[config.mk]
export PLATFORM = sky130hd
export DESIGN_NAME = htd_ram
export DESIGN_NICKNAME = d
export VERILOG_FILES = /design/src/rtl/huffman_tree_table_decoder_assert.svh /design/src/rtl/htd_ram.sv
export SDC_FILE = /design/constraint.sdc
export NUM_CORES = 2
export LEC_CHECK = 0
export BUFFER_PORTS_ARGS = -buffer_cell sky130_fd_sc_hd__buf_4
export CORE_MARGIN = 2
export CORE_UTILIZATION = 31
export CTS_CLUSTER_DIAMETER = 30
export DETAILED_ROUTE_END_ITERATION = 8
export HOLD_SLACK_MARGIN = 0.03
export PLACE_DENSITY = 0.42
export SLEW_MARGIN = 25
export SYNTH_ARGS = -nofsm -noshare
export SYNTH_HDL_FRONTEND = slang
export SYNTH_SLANG_ARGS = --single-unit
[constraint.sdc]
create_clock -name clk -period 2.6 [get_ports clk]
set_input_delay 0.13 -clock clk [delete_from_list [all_inputs] [get_ports clk]]
set_output_delay 0.13 -clock clk [all_outputs]
set_load 0.01 [all_outputs]
[src/rtl/huffman_tree_table_decoder_assert.svh]
// Assertion macros for the Huffman tree-table decoder
`ifndef HUFFMAN_TREE_TABLE_DECODER_ASSERT_SVH
`define HUFFMAN_TREE_TABLE_DECODER_ASSERT_SVH

// check cons in the same cycle as ante
`define HTD_ASSERT_NOW(label, ante, cons) \
  label: assert property (@(posedge clk) disable iff (!rst_n) (ante) |-> (cons)) \
    else $error("htd assertion failed");

// check cons in the cycle after ante
`define HTD_ASSERT_NEXT(label, ante, cons) \
  label: assert property (@(posedge clk) disable iff (!rst_n) (ante) |=> (cons)) \
    else $error("htd assertion failed");

`endif

[src/rtl/htd_ram.sv]
// Generic single-port-write, registered-read RAM
module htd_ram #(
  parameter int WIDTH = 8,
  parameter int DEPTH = 512
) (
  input  logic                     clk,
  input  logic                     wr_en,
  input  logic [$clog2(DEPTH)-1:0] wr_addr,
  input  logic [WIDTH-1:0]         wr_data,
  input  logic                     rd_en,
  input  logic [$clog2(DEPTH)-1:0] rd_addr,
  output logic [WIDTH-1:0]         rd_data
);

  logic [WIDTH-1:0] mem_r [DEPTH];
  logic [WIDTH-1:0] rd_data_r;

  always_ff @(posedge clk) begin
    if (wr_en) begin
      mem_r[wr_addr] <= wr_data;
    end
    if (rd_en) begin
      rd_data_r <= mem_r[rd_addr];
    end
  end

  assign rd_data = rd_data_r;

endmodule

==> flow_summary.toml <==
[drt]
drt-met1-wl_um = 233000
drtIter0Drc = 8568
wire_per_inst_um = 28.6
dr.pass1.iters = 6
met3_length_um = 26400
route.detailed.drc = 0
postRouteWirelength_um = 512000
wl_met2_um = 242000
final_antenna_net_count = 0
top_layer = "met5"
vias = 89400
viasPerCell = 5.00

[setup_path]
slowest_stage = "nor4_2"
cp-start-kind = "flip-flop"
critPathBufInv = 1
cp.arrival_ps = 3590
path_cells = "mux4_2 > a22oi_1 > a21oi_1 > a31oi_1 > buf_4 > nor4_2 > o2111a_1"
crit_family = "compound AO/OA/AOI/OAI gates"
worstPathRequired_ps = 3590
cpPeakStageDelay_ps = 790
crit_fanout = 1
cp-end-kind = "flip-flop"
path_class = "flip-flop to flip-flop"

[place]
gp_congestion = 0.839
placed_cell_area_sq_mm = 0.182
dp_slack_ps = -1270
io_buffers = 36
hpwlAfterDp_um = 332000

[cells_and_area]
final_area_sq_mm = 0.214
drive_gt1_share_pct = 36.1
syn_to_final_growth_pct = 33.7
regArea_sq_mm = 0.123
nNetsFinal = 10200
n_fill_cell = 45400
multiInputGateArea_sq_mm = 0.0346
post-route-util_pct = 41.6

[timing]
setup_viol = 1
final.setup_skew_ps = 86.4
period_minus_slack_ps = 2610
slew_viol_final = 0
timing.final.crit_share_pct = 100
rsz0062_at_grt = "yes"
hold_viol_final = 0
tightest_slew_ps = 1110
timing.final.ws_setup_ps = -6.89
slew_headroom_pct = 26.1
clock.fmax_mhz = 384

[flow_run]
maxCapViolCount = 0

[clock_network]
clock_sink_count = 4104
ctsHtreeMaxLevel = 6
root_buffer = "clkbuf_16"
cts_tree = "yes"
clock_path_buffers = 4
cts_made_buffers = 892
clk_latency_ps = 1120
clk_pin_slew_worst_paths_ps = 50

[pwr]
p_leak_nw = 73.3
power.total_mw = 197
power_per_cell_area_mw_per_mm2 = 921
peakVddDrop_mv = 0.756

[grt]
grt_use_total_pct = 19.2
grt_max_degree = 114
antenna_found_initial = 43
grt-ovfl-total = 0
grt_pass1_wl_um = 719000
grt_pass1_vias = 93400

[logic_synthesis]
postSynthCellCount = 8030
ys_seq_elements = 4104
synthArstFlopShare_pct = 0
syn_area_sq_mm = 0.160
synth_commonest_cells = "4104 x edfxtp_1, 797 x mux2i_1, 654 x mux4_2"
synth_top_area_cell = "edfxtp_1"
ys_warn_count = 0
syn-num-nets = 8059
synthTopCellsByArea = "edfxtp_1 77%, mux4_2 9.2%, mux2i_1 5.0%"
synth.distinct_cells = 50
synth_edf_count = 4104
synth_top_area_share_pct = 77.0
synth.most_common_cell = "edfxtp_1"
avgSynthCellArea_sq_um = 19.9
seq_area_frac_synth_pct = 77.0
synth_flop_cell = "edfxtp_1"

[floorplan]
core-area_sq_mm = 0.514
ios = 37
die_height_um = 722
start_util_pct = 31.1
fp.dieW_um = 722
die_area_sq_mm = 0.522
row_count = 263

[run_status]
violations = "negative setup slack"
status = "finished, violations left"

[hold_path]
hold_class = "primary input to flip-flop"
[kinds of logic (layout without fill, tap and decap cells)]
logic type | after synthesis | in the layout | synth area share (%)
flip-flops | 4104 | 4104 | 77.0
multiplexers | 1451 | 1451 | 14.2
AND/OR/NAND/NOR | 980 | 980 | 2.63
AO/OA/AOI/OAI | 979 | 979 | 4.31
buffers and inverters | 516 | 3455 | 1.85
other | 0 | 10 | 0
[state kept, by name (all words and copies together) (netlist names)]
name,cells
mem_r,4096
rd_data,8
[per-stage QoR]
stage,instances,TNS [ps],hold slack [ps]
after floorplan,8030,0,229
after global placement,16100,-12070,526
after detailed placement,16100,-8640,522
after CTS,17900,0,77.3
after global routing,17900,-71.5,103
final,17900,-6.89,144
[worst paths after layout]
kind	from	end	slack [ps]	cells after the start
setup / recovery	mem_r[1][1]	rd_data[1]	-7	7
hold / removal	wr_data[2]	mem_r[386][2]	140	2
setup reg to reg	mem_r[1][1]	rd_data[1]	-7	7
hold reg to reg	mem_r[318][0]	rd_data[0]	1300	5
[placed cells by master, fill, tap and decap left out, types with 19 or more instances in the layout]
| cell | n |
|---|---|
| o22ai_1 | 155 |
| mux4_2 | 654 |
| and2_1 | 19 |
| nor3_1 | 103 |
| edfxtp_1 | 4104 |
| clkinv_2 | 149 |
| nor4_1 | 19 |
| a21oi_1 | 188 |
| dlygate4sd3_1 | 34 |
| nand3_1 | 25 |
| nand4_1 | 32 |
| buf_4 | 1522 |
| bufinv_16 | 148 |
| clkinv_4 | 58 |
| nand2_1 | 93 |
| buf_12 | 203 |
| nor2_1 | 593 |
| o221ai_2 | 21 |
| clkinvlp_4 | 96 |
| inv_6 | 51 |
| mux2i_1 | 795 |
| o21ai_0 | 101 |
| clkbuf_16 | 895 |
| a22oi_1 | 61 |
| clkbuf_1 | 90 |
| clkinv_1 | 150 |
| o221ai_1 | 351 |
| clkinv_16 | 32 |
[power by group]
part	internal (mW)	switching, mW	total, mW
Combinational	3.22	5.26	8.47
Clock	77.7	37.6	115
Sequential	73.1	0.0962	73.2
[layout make-up]
class                   instances  share of cell area, %
flip-flops and latches       4104                   57.6
multi-input cells            3410                   16.2
clock buffers                 985                   10.6
repair buffers               1773                   7.50
well taps                    6890                   4.03
clock inverters               694                   4.01
diodes                         10                 0.0117
inverters                       3                0.00936
[routing by layer]
metal	up-vias	global-route usage (%)
met2	2718	31.1
met4	2	4.46
met5	-	0
met3	650	3.01
li1	38200	-
met1	47800	27.3
[timing repair]
action | 4_1_cts | 5_1_grt
endpoints found under the hold margin | 4713 | 0
pin swaps | 9 | 10
resized for setup | 62 | 50
hold buffers | 37 | 0
setup endpoints to repair | 8 | 8
setup buffers | 0 | 0
Power figures use the tool's default switching activity.
